## src/sv/i2cmbs_pkg.sv

```systemverilog
// Package with request codes, phase actions and the phase decode of the I2C bit sequencer.
package i2cmbs_pkg;

  localparam int unsigned HalfPeriodW     = 16;
  localparam logic [HalfPeriodW-1:0] HalfPeriodReset = 16'd40;
  localparam int unsigned PhaseW          = 5;

  typedef logic [2:0] req_t;

  localparam req_t REQ_TICK      = 3'd0;
  localparam req_t REQ_START     = 3'd1;
  localparam req_t REQ_START_ADR = 3'd2;
  localparam req_t REQ_STOP      = 3'd3;
  localparam req_t REQ_WRITE     = 3'd4;
  localparam req_t REQ_WRITE_NA  = 3'd5;
  localparam req_t REQ_READ      = 3'd6;
  localparam req_t REQ_UNUSED    = 3'd7;

  typedef enum logic [3:0] {
    OP_END      = 4'd0,
    OP_SCL_HI   = 4'd1,
    OP_SCL_LO   = 4'd2,
    OP_SDA_LO   = 4'd3,
    OP_SDA_REL  = 4'd4,
    OP_LO_BIT   = 4'd5,
    OP_HI_SHIFT = 4'd6,
    OP_LO_REL   = 4'd7,
    OP_HI_ACK   = 4'd8,
    OP_HI_READ  = 4'd9,
    OP_ACK_SLOT = 4'd10
  } op_t;

  // Line levels: scl is the SCL level, sda_low is the SDA pull-down.
  typedef struct packed {
    logic scl;
    logic sda_low;
  } lines_t;

  function automatic op_t write_op(input logic [PhaseW-1:0] p, input logic with_ack);
    op_t op;
    if (p < 5'd16) begin
      op = p[0] ? OP_HI_SHIFT : OP_LO_BIT;
    end else if (p == 5'd16) begin
      op = OP_SCL_LO;
    end else if (!with_ack) begin
      op = OP_END;
    end else begin
      case (p)
        5'd17:   op = OP_SDA_REL;
        5'd18:   op = OP_HI_ACK;
        5'd19:   op = OP_SCL_LO;
        default: op = OP_END;
      endcase
    end
    return op;
  endfunction

  function automatic op_t phase_op(input req_t cmd, input logic [PhaseW-1:0] p);
    op_t op;
    op = OP_END;
    unique case (cmd)
      REQ_START: begin
        op = (p == 5'd0) ? OP_SCL_HI : ((p == 5'd1) ? OP_SDA_LO : OP_END);
      end
      REQ_START_ADR: begin
        if (p == 5'd0) op = OP_SCL_HI;
        else if (p == 5'd1) op = OP_SDA_LO;
        else op = write_op(p - 5'd2, 1'b1);
      end
      REQ_STOP: begin
        case (p)
          5'd0:    op = OP_SDA_LO;
          5'd1:    op = OP_SCL_HI;
          5'd2:    op = OP_SDA_REL;
          default: op = OP_END;
        endcase
      end
      REQ_WRITE:    op = write_op(p, 1'b1);
      REQ_WRITE_NA: op = write_op(p, 1'b0);
      REQ_READ: begin
        if (p < 5'd16) begin
          op = p[0] ? OP_HI_READ : OP_LO_REL;
        end else begin
          case (p)
            5'd16:   op = OP_LO_REL;
            5'd17:   op = OP_ACK_SLOT;
            5'd18:   op = OP_SCL_HI;
            5'd19:   op = OP_SCL_LO;
            5'd20:   op = OP_SDA_REL;
            default: op = OP_END;
          endcase
        end
      end
      default: op = OP_END;
    endcase
    return op;
  endfunction

  function automatic lines_t enter_op(input op_t op, input lines_t cur, input logic msb,
                                      input logic ack_sel);
    lines_t l;
    l = cur;
    case (op) inside
      OP_SCL_HI, OP_HI_SHIFT, OP_HI_ACK, OP_HI_READ: l.scl = 1'b1;
      OP_SCL_LO:   l.scl = 1'b0;
      OP_SDA_LO:   l.sda_low = 1'b1;
      OP_SDA_REL:  l.sda_low = 1'b0;
      OP_LO_BIT: begin
        l.scl = 1'b0;
        l.sda_low = ~msb;
      end
      OP_LO_REL: begin
        l.scl = 1'b0;
        l.sda_low = 1'b0;
      end
      OP_ACK_SLOT: l.sda_low = ack_sel;
      default: l = cur;
    endcase
    return l;
  endfunction

endpackage

```

## src/sv/i2c_master_bit_sequencer_unit.sv

```systemverilog
// Top level of the I2C master bit sequencer: tick handling, phase sequencing and result register.
//
// Each input beat is one tick of the bus timebase and produces exactly one output beat
// carrying the SCL level, the SDA pull-down, busy, done, the last byte read, the last ACK
// seen and a flag for a command that arrived while busy. A beat is accepted every cycle
// unless a finished result is stalled at the output, so the rate is one tick per clock;
// the whole step is one pass through the phase decode between the sequencer state and
// the result register, and results appear in the cycle after their tick. Commands are taken
// only while idle; every half_period ticks (zero counts as one) the sequence advances one
// bus phase, and the first phase of a command is applied on the tick that accepts it.
module i2c_master_bit_sequencer_unit (
  input  logic                           clk,
  input  logic                           rst,
  input  logic                           cfg_we,
  input  logic [i2cmbs_pkg::HalfPeriodW-1:0] cfg_data,
  input  logic                           in_valid,
  output logic                           in_stall,
  input  i2cmbs_pkg::req_t               req_type,
  input  logic [7:0]                     data_byte,
  input  logic                           send_ack,
  input  logic                           sda_in,
  output logic                           out_valid,
  input  logic                           out_stall,
  output logic                           scl_level,
  output logic                           sda_drive_low,
  output logic                           busy_res,
  output logic                           done_res,
  output logic [7:0]                     read_byte,
  output logic                           ack_received,
  output logic                           rejected
);
  import i2cmbs_pkg::*;

  logic [HalfPeriodW-1:0] half_period;
  logic [PhaseW-1:0]      sequence_phase, sequence_phase_next;
  req_t                   active_command, active_command_next;
  logic [7:0]             shift_byte, shift_byte_next;
  logic [HalfPeriodW-1:0] tick_divider, tick_divider_next;
  logic                   ack_choice, ack_choice_next;
  logic                   last_ack, last_ack_next;
  lines_t                 line_levels, line_levels_next;
  logic                   seq_busy, seq_busy_next;
  logic [7:0]             read_result, read_result_next;
  logic                   done, rej;

  logic                   accept;
  logic                   is_cmd;
  logic [HalfPeriodW-1:0] hp;
  logic [HalfPeriodW-1:0] td_inc;
  logic [PhaseW-1:0]      phase_inc;
  op_t                    cur_op, new_op;
  logic [7:0]             shifted;

  assign in_stall = out_valid & out_stall;
  assign accept   = in_valid & ~in_stall;
  assign is_cmd   = (req_type != REQ_TICK) && (req_type != REQ_UNUSED);
  assign hp       = (half_period == '0) ? {{(HalfPeriodW-1){1'b0}}, 1'b1} : half_period;
  assign td_inc   = tick_divider + 1'b1;
  assign phase_inc = sequence_phase + 1'b1;
  assign cur_op   = phase_op(active_command, sequence_phase);
  assign new_op   = phase_op(active_command, phase_inc);

  always_comb begin
    case (cur_op)
      OP_HI_SHIFT: shifted = {shift_byte[6:0], 1'b0};
      OP_HI_READ:  shifted = {shift_byte[6:0], sda_in};
      default:     shifted = shift_byte;
    endcase
  end

  always_comb begin
    sequence_phase_next = sequence_phase;
    active_command_next = active_command;
    shift_byte_next     = shift_byte;
    tick_divider_next   = tick_divider;
    ack_choice_next     = ack_choice;
    last_ack_next       = last_ack;
    line_levels_next    = line_levels;
    seq_busy_next       = seq_busy;
    read_result_next    = read_result;
    done                = 1'b0;
    rej                 = 1'b0;
    if (seq_busy) begin
      rej = is_cmd;
      tick_divider_next = td_inc;
      if (td_inc >= hp) begin
        tick_divider_next = '0;
        shift_byte_next   = shifted;
        if (cur_op == OP_HI_ACK) begin
          last_ack_next = ~sda_in;
        end
        if (new_op == OP_END) begin
          if (active_command == REQ_READ) begin
            read_result_next = shifted;
          end
          seq_busy_next       = 1'b0;
          sequence_phase_next = '0;
          done                = 1'b1;
        end else begin
          sequence_phase_next = phase_inc;
          line_levels_next    = enter_op(new_op, line_levels, shifted[7], ack_choice);
        end
      end
    end else if (is_cmd) begin
      active_command_next = req_type;
      sequence_phase_next = '0;
      tick_divider_next   = '0;
      shift_byte_next     = (req_type == REQ_READ) ? 8'h00 : data_byte;
      ack_choice_next     = send_ack;
      seq_busy_next       = 1'b1;
      line_levels_next    = enter_op(phase_op(req_type, '0), line_levels,
                                     (req_type == REQ_READ) ? 1'b0 : data_byte[7], send_ack);
    end
  end

  always_ff @(posedge clk) begin
    if (rst) begin
      half_period <= HalfPeriodReset;
    end else if (cfg_we) begin
      half_period <= cfg_data;
    end
  end

  always_ff @(posedge clk) begin
    if (rst) begin
      sequence_phase <= '0;
      active_command <= REQ_TICK;
      shift_byte     <= '0;
      tick_divider   <= '0;
      ack_choice     <= 1'b0;
      last_ack       <= 1'b0;
      line_levels    <= '{scl: 1'b1, sda_low: 1'b0};
      seq_busy       <= 1'b0;
      read_result    <= '0;
    end else if (accept) begin
      sequence_phase <= sequence_phase_next;
      active_command <= active_command_next;
      shift_byte     <= shift_byte_next;
      tick_divider   <= tick_divider_next;
      ack_choice     <= ack_choice_next;
      last_ack       <= last_ack_next;
      line_levels    <= line_levels_next;
      seq_busy       <= seq_busy_next;
      read_result    <= read_result_next;
    end
  end

  always_ff @(posedge clk) begin
    if (rst) begin
      out_valid <= 1'b0;
    end else if (accept) begin
      out_valid <= 1'b1;
    end else if (!out_stall) begin
      out_valid <= 1'b0;
    end
  end

  always_ff @(posedge clk) begin
    if (accept) begin
      scl_level     <= line_levels_next.scl;
      sda_drive_low <= line_levels_next.sda_low;
      busy_res      <= seq_busy_next;
      done_res      <= done;
      read_byte     <= read_result_next;
      ack_received  <= last_ack_next;
      rejected      <= rej;
    end
  end

endmodule

```

## config.mk

```make
export PLATFORM = sky130hd
export DESIGN_NAME = i2c_master_bit_sequencer_unit
export DESIGN_NICKNAME = d
export VERILOG_FILES = /design/src/sv/i2cmbs_pkg.sv /design/src/sv/i2c_master_bit_sequencer_unit.sv
export SDC_FILE = /design/constraint.sdc
export NUM_CORES = 1
export LEC_CHECK = 0
export BUFFER_PORTS_ARGS = -buffer_cell sky130_fd_sc_hd__buf_4
export CAP_MARGIN = 40
export CORE_ASPECT_RATIO = 0.6
export CORE_MARGIN = 3
export CORE_UTILIZATION = 40
export CTS_CLUSTER_DIAMETER = 60
export DETAILED_ROUTE_END_ITERATION = 8
export PLACE_DENSITY = 0.64
export SLEW_MARGIN = 20
export SYNTH_ARGS = -nofsm -noshare
export SYNTH_HDL_FRONTEND = slang
export SYNTH_SLANG_ARGS = --single-unit
```

## constraint.sdc

```tcl
create_clock -name clk -period 6.6 [get_ports clk]
set_clock_uncertainty 0.05 [all_clocks]
set_input_delay 0.33 -clock clk [delete_from_list [all_inputs] [get_ports clk]]
set_output_delay 0.33 -clock clk [all_outputs]
set_load 0.005 [all_outputs]
```

Word level (Yosys, flattened, before mapping)
Cells that the tools add are included.
{"block": "word_totals", "ff_bits": 76, "inputBits": 34, "output_inout_bits": 16}
{"block": "op_classes", "n_addsub": 4, "order_cmp": 5, "eq_ne": 60, "n_mux": 99, "bitwise": 7, "n_reduce_logical": 15}
{"op": "5-bit == test (second input constant)", "n": 18}
{"op": "4-bit two-way mux", "n": 18}
{"op": "16-bit two-way mux", "n": 4}
{"op": "8-bit two-way mux", "n": 8}
{"op": "4-bit one-hot mux with 3 select lines", "n": 4}
{"op": "4-bit one-hot mux with 6 select lines", "n": 2}
{"op": "4-bit one-hot mux with 5 select lines", "n": 2}
{"op": "1-bit two-way mux", "n": 37}
{"op": "4-bit by 3-bit == test with 1-bit output (second input constant)", "n": 9}
{"op": "4-bit == test (second input constant)", "n": 8}
{"op": "2-bit two-way mux", "n": 14}
{"op": "5-bit < comparator (second input constant)", "n": 4}
{"op": "5-bit two-way mux", "n": 4}
{"op": "3-bit == test (second input constant)", "n": 6}
{"op": "3-bit one-hot mux with 3 select lines", "n": 2}
{"op": "16-bit by 1-bit adder with 16-bit output (second input constant)", "n": 1}
{"op": "4-bit by 2-bit == test with 1-bit output (second input constant)", "n": 4}
{"op": "16-bit >= comparator", "n": 1}
{"op": "16-bit zero test", "n": 1}
{"op": "8-bit one-hot mux with 2 select lines", "n": 1}
{"op": "3-bit by 2-bit == test with 1-bit output (second input constant)", "n": 4}
{"op": "3-bit one-hot mux with 4 select lines", "n": 1}
{"op": "5-bit by 1-bit == test with 1-bit output (second input constant)", "n": 2}
{"op": "5-bit by 2-bit == test with 1-bit output (second input constant)", "n": 2}
{"op": "other kinds (18)", "n": 33}

Longest topological paths before layout
{"block": "depth", "ltp_word": 20, "depth_mapped": 17}

Least setup slack after synthesis
No wires, ideal clock.
{"block": "synth_path", "path_kind": "register -> register", "startpoint": "register tick_divider[0]", "endpoint": "register read_byte[0] (data pin)", "arrival_ps": 4040, "slack_ps": 2250, "path_stages_with_launch": 17, "path_buffers": 0, "path_cell_list": "dfxtp_1 -> ha_1 -> and3_1 -> and3_1 -> and3_1 -> and3_1 -> and3_1 -> nand3_1 -> xnor2_1 -> ha_1 -> and4_1 -> a221o_1 -> a21oi_1 -> nand2b_1 -> nor2_1 -> nand2_1 -> mux2_2"}
{"block": "synth_between", "elab_chain_len": 4}
{"item": "start: declaration", "line": "i2c_master_bit_sequencer_unit.sv:38", "source": "logic [HalfPeriodW-1:0] tick_divider, tick_divider_next;"}
{"item": "start signal: assignment", "line": "i2c_master_bit_sequencer_unit.sv:139", "source": "tick_divider <= tick_divider_next;"}
{"item": "16-bit by 1-bit adder with 16-bit output", "line": "i2c_master_bit_sequencer_unit.sv:58", "source": "assign td_inc = tick_divider + 1'b1;"}
{"item": "16-bit >= comparator", "line": "i2c_master_bit_sequencer_unit.sv:86", "source": "if (td_inc >= hp) begin"}
{"item": "8-bit two-way mux", "line": "i2c_master_bit_sequencer_unit.sv:86"}
{"item": "8-bit two-way mux", "line": "i2c_master_bit_sequencer_unit.sv:83", "source": "if (seq_busy) begin"}
{"item": "net read_result_next[0]", "line": "i2c_master_bit_sequencer_unit.sv:43", "source": "logic [7:0] read_result, read_result_next;"}
{"item": "end signal: assignment", "line": "i2c_master_bit_sequencer_unit.sv:164", "source": "read_byte <= read_result_next;"}
{"item": "end: declaration", "line": "i2c_master_bit_sequencer_unit.sv:28", "source": "output logic [7:0] read_byte,"}
The timed path passes the listed nets, and every way through them passes these cells.
A chain may end at the register's enable or synchronous reset.

Worst setup path in the final report
{"block": "layout_path", "startpoint": "register tick_divider[0]", "endpoint": "register read_byte[7] (data pin)"}
Same word-level chain as after synthesis.

==> impl_results.md <==
- CP cell instances: ha_1 -> and3_1 -> and3_1 -> and3_1 -> and3_1 -> and3_1 -> nand3_1 -> xnor2_1 -> ha_1 -> and4_1 -> a221o_1 -> a21oi_1 -> nand2b_1 -> nor2_1 -> nand2_1 -> mux2_2
- Unrepaired setup endpoints after global routing: no
- Placed Cells: 773
- CP delay by family, top: simple AND/OR/NAND/NOR gates
- HPWL Detailed: 10500 um
- Global-route wire length before repair: 22600 um
- Initial antenna violation count: 0
- Total GRT Usage: around 21%
- Final min period: between 5 and 6 ns
- Ports: 50
- Syn Std Cell Area: 5070 sq um
- DRT antenna net count: 0
- Routed vias/inst: roughly 5.9
- Max Cap Viol: 0
- Max stage delay cell, worst path: a21oi_1
- Final Non-Filler Cells: around 800
- Global routing usage on met2: 26.0%
- Area grow syn2layout: 15.9%
- R2R cell count: 16
- FFs w/ async S/R, synth: 0%
- CTS Sinks: 76
- Required time worst endpoint: about 6.6 ns
- Share of layout cells above drive strength 1: 16.6%
- Cell taking the most area after synthesis: dfxtp_1
- Hold-critical path endpoint: out_valid
- Die X: 151 um
- R2r setup slk: approximately 1.5 ns
- Setup violators final: 0
- CP max FO: 10
- Worst reg2reg endpoint: read_byte[7]
- CTS H-Tree Depth: 3
- Number of global-route vias before repair: about 4200
- TritonRoute pass-1 iters: 6
- # port buffers: 49
- Seq pwr share: 43.6%
- Distinct cells, synth: 80
- Min-delay src: in_valid
- Number of flops mapped to enable cells by yosys: 14
- Largest cells by area after synthesis: dfxtp_1 (24%), edfxtp_1 (8.3%), ha_1 (7.2%)
- Hold WC Path Type: in -> reg
- Switching Share: about a quarter
- CP peak stage delay: 0.57 ns
- Clk pin slew, worst setup/hold paths: 0.06 ns
- Grt met3 use: 5.91%
- PwrDens: 200 nW/um^2
- NetSw: 0.000310 W
- Via count: 4629
- Final setup TNS: 0 ns
- # resized after CTS: 0
- GPL Wtd Cong: 0.937
- Worst setup EP type: flip-flop
- Final Hold Fails: 0
- Routed WL: ~14000 um
- Startpoint types: flip-flop
- Main synth FF type: dfxtp_1
- Area of the multi-input gates: around 3100 sq um
- CTS Buffer Depth: 2
- Count leader, synth: nor2_1
- Yosys warning total: 0
- Core box area: 12200 sq um
- Max_slew headroom: around half
- Reg area: between 1500 and 2000 sq um
- Die outline area: 14100 sq um
- Worst flop-to-flop path startpoint: tick_divider[0]
- Starting Density: 41.5%
- Crit path buffers/inverters: 0
- Nets: 683
- Routing usage on met1: 33.3%
- Max-slew violation count: 0
- Syn avg cell area: 8.66 sq um
- Final worst-path cycle share: 77.2%
- Int Pwr: 0.000862 W
- Synth top cells by count: nor2_1 (69), dfxtp_1 (62), inv_1 (34)
- Fmax: 196 MHz
- GRT busiest layer: met1
- Die Ht: 93.2 um
- Cts hold-fix bufs: 0
- Setup Fix Bufs, Post-CTS: 0
- FP Rows: 31
- Hold Path Depth: 2
- CTS root buf: clkbuf_16
- Post-synth top area share: 24.5%
- DR WL/cell: 18.0 um
- Largest net degree at the start of global routing: 58
- DRC viols: 0
- Clock network power share: 43.6%
- Synth Net Count: ~650
- Final antenna diode count: 0
- Cell depth of the worst setup path: 16
- Total gr overflow: 0
- Worst slew pin tran: 0.761 ns
- Post-synthesis sequential area ratio: ~33%
- CTS tree: built
- Leakage: approximately 2.4 nW
- Post-Synthesis Cells: 585
- Clk_lat worst skew: 0.34 ns
- Combinational Power Share: between 10 and 15%
- Fillers: 1162
- Outcome: finished, final reports clean
- Critical Path AT: 5.13 ns
- Yosys reg bits: 76
- Number of CTS-inserted buffers: 9
- Worst VDD drop: 0.000135 V
- CP most frequent cell: and3_1
- Critical path class: reg -> reg
- 1st-iter DRT viols: 484
==> registers in the layout, indices dropped and copies added (netlist names), 2 cells and up <==
register	cells
shift_byte	8
tick_divider	16
read_result	8
sequence_phase	5
read_byte	8
half_period	16
active_command	3
line_levels	2
==> layout by cell type (no fill, tap or decap), drive strengths merged, types with 3 or more instances in the layout <==
cell type  instances
nor3              13
ha                29
nand3             15
and4               3
o211ai             5
o22ai              5
edfxtp            14
a221o              3
a211oi            13
nand2             31
mux2i             22
nand4b             5
a221oi             4
buf               53
xnor2             12
nand4              5
inv               38
xor2              10
and2               3
o21ai             32
nand3b            14
nor2              69
clkbuf            12
nand2b             9
nor2b              6
and3              13
a31oi              6
a21oi             33
nor4               8
dfxtp             62
a21o               8
a22oi             12
mux2              17
==> area by class of cell <==
type                            count  area share, %
Sequential cell                    76           28.3
Tap cell                          165           3.52
Inverter                           36           2.30
Clock inverter                      4          0.597
Multi-Input combinational cell    444           53.6
Clock buffer                       12           4.75
Timing Repair Buffer               53           6.91
==> layer usage <==
layer  vias to the layer above  wire (um)
li1                       2208          -
met1                      2182       7370
met2                       227       5400
met3                        12       1370
met4                         0         88
met5                         -          0
==> metrics by stage <==
step / util, % / hold WS (ns) / cell area [sq um] / worst slack (ns) / total power [W]
after floorplan: - / 0.383 / 5070 / 2.25 / 0.000611
after detailed placement: 45.3 / 0.406 / 5540 / 1.60 / 0.000667
after global placement: 45.3 / 0.391 / 5540 / 1.80 / 0.000663
after CTS: 47.9 / 0.149 / 5850 / 1.57 / 0.00118
final: 48.0 / 0.158 / 5870 / 1.50 / 0.00117
after global routing: 48.0 / 0.160 / 5870 / 1.11 / 0.00122
==> worst max-delay path by stage <==
| stage | start | endpoint | slack (ns) |
|---|---|---|---|
| after floorplan | tick_divider[0] | read_byte[0] | 2.25 |
| after global placement | tick_divider[0] | read_byte[2] | 1.80 |
| after detailed placement | tick_divider[0] | read_byte[4] | 1.60 |
| after CTS | tick_divider[0] | read_byte[7] | 1.57 |
| after global routing | tick_divider[0] | read_byte[6] | 1.11 |
| final | tick_divider[0] | read_byte[7] | 1.50 |
==> kinds of logic after synthesis <==
kind of cell,count (synthesis),synth area share (%)
fa+ha+maj,29,7.16
xor+xnor,23,4.92
mux,39,8.13
compound gates,148,19.7
simple gates,205,22.2
buf+inv,65,5.09
flops,76,32.8
==> power groups by stage <==
| stage | logic, W | registers (W) | clock network (W) |
|---|---|---|---|
| 2_1_floorplan | 0.0000994 | 0.000511 | 0 |
| 3_3_place_gp | 0.000143 | 0.000520 | 0 |
| 3_5_place_dp | 0.000147 | 0.000520 | 0 |
| 4_1_cts | 0.000147 | 0.000510 | 0.000521 |
| 5_1_grt | 0.000164 | 0.000514 | 0.000537 |
| 6_report | 0.000149 | 0.000511 | 0.000511 |
Note: power is estimated with default switching activity, not from simulation.
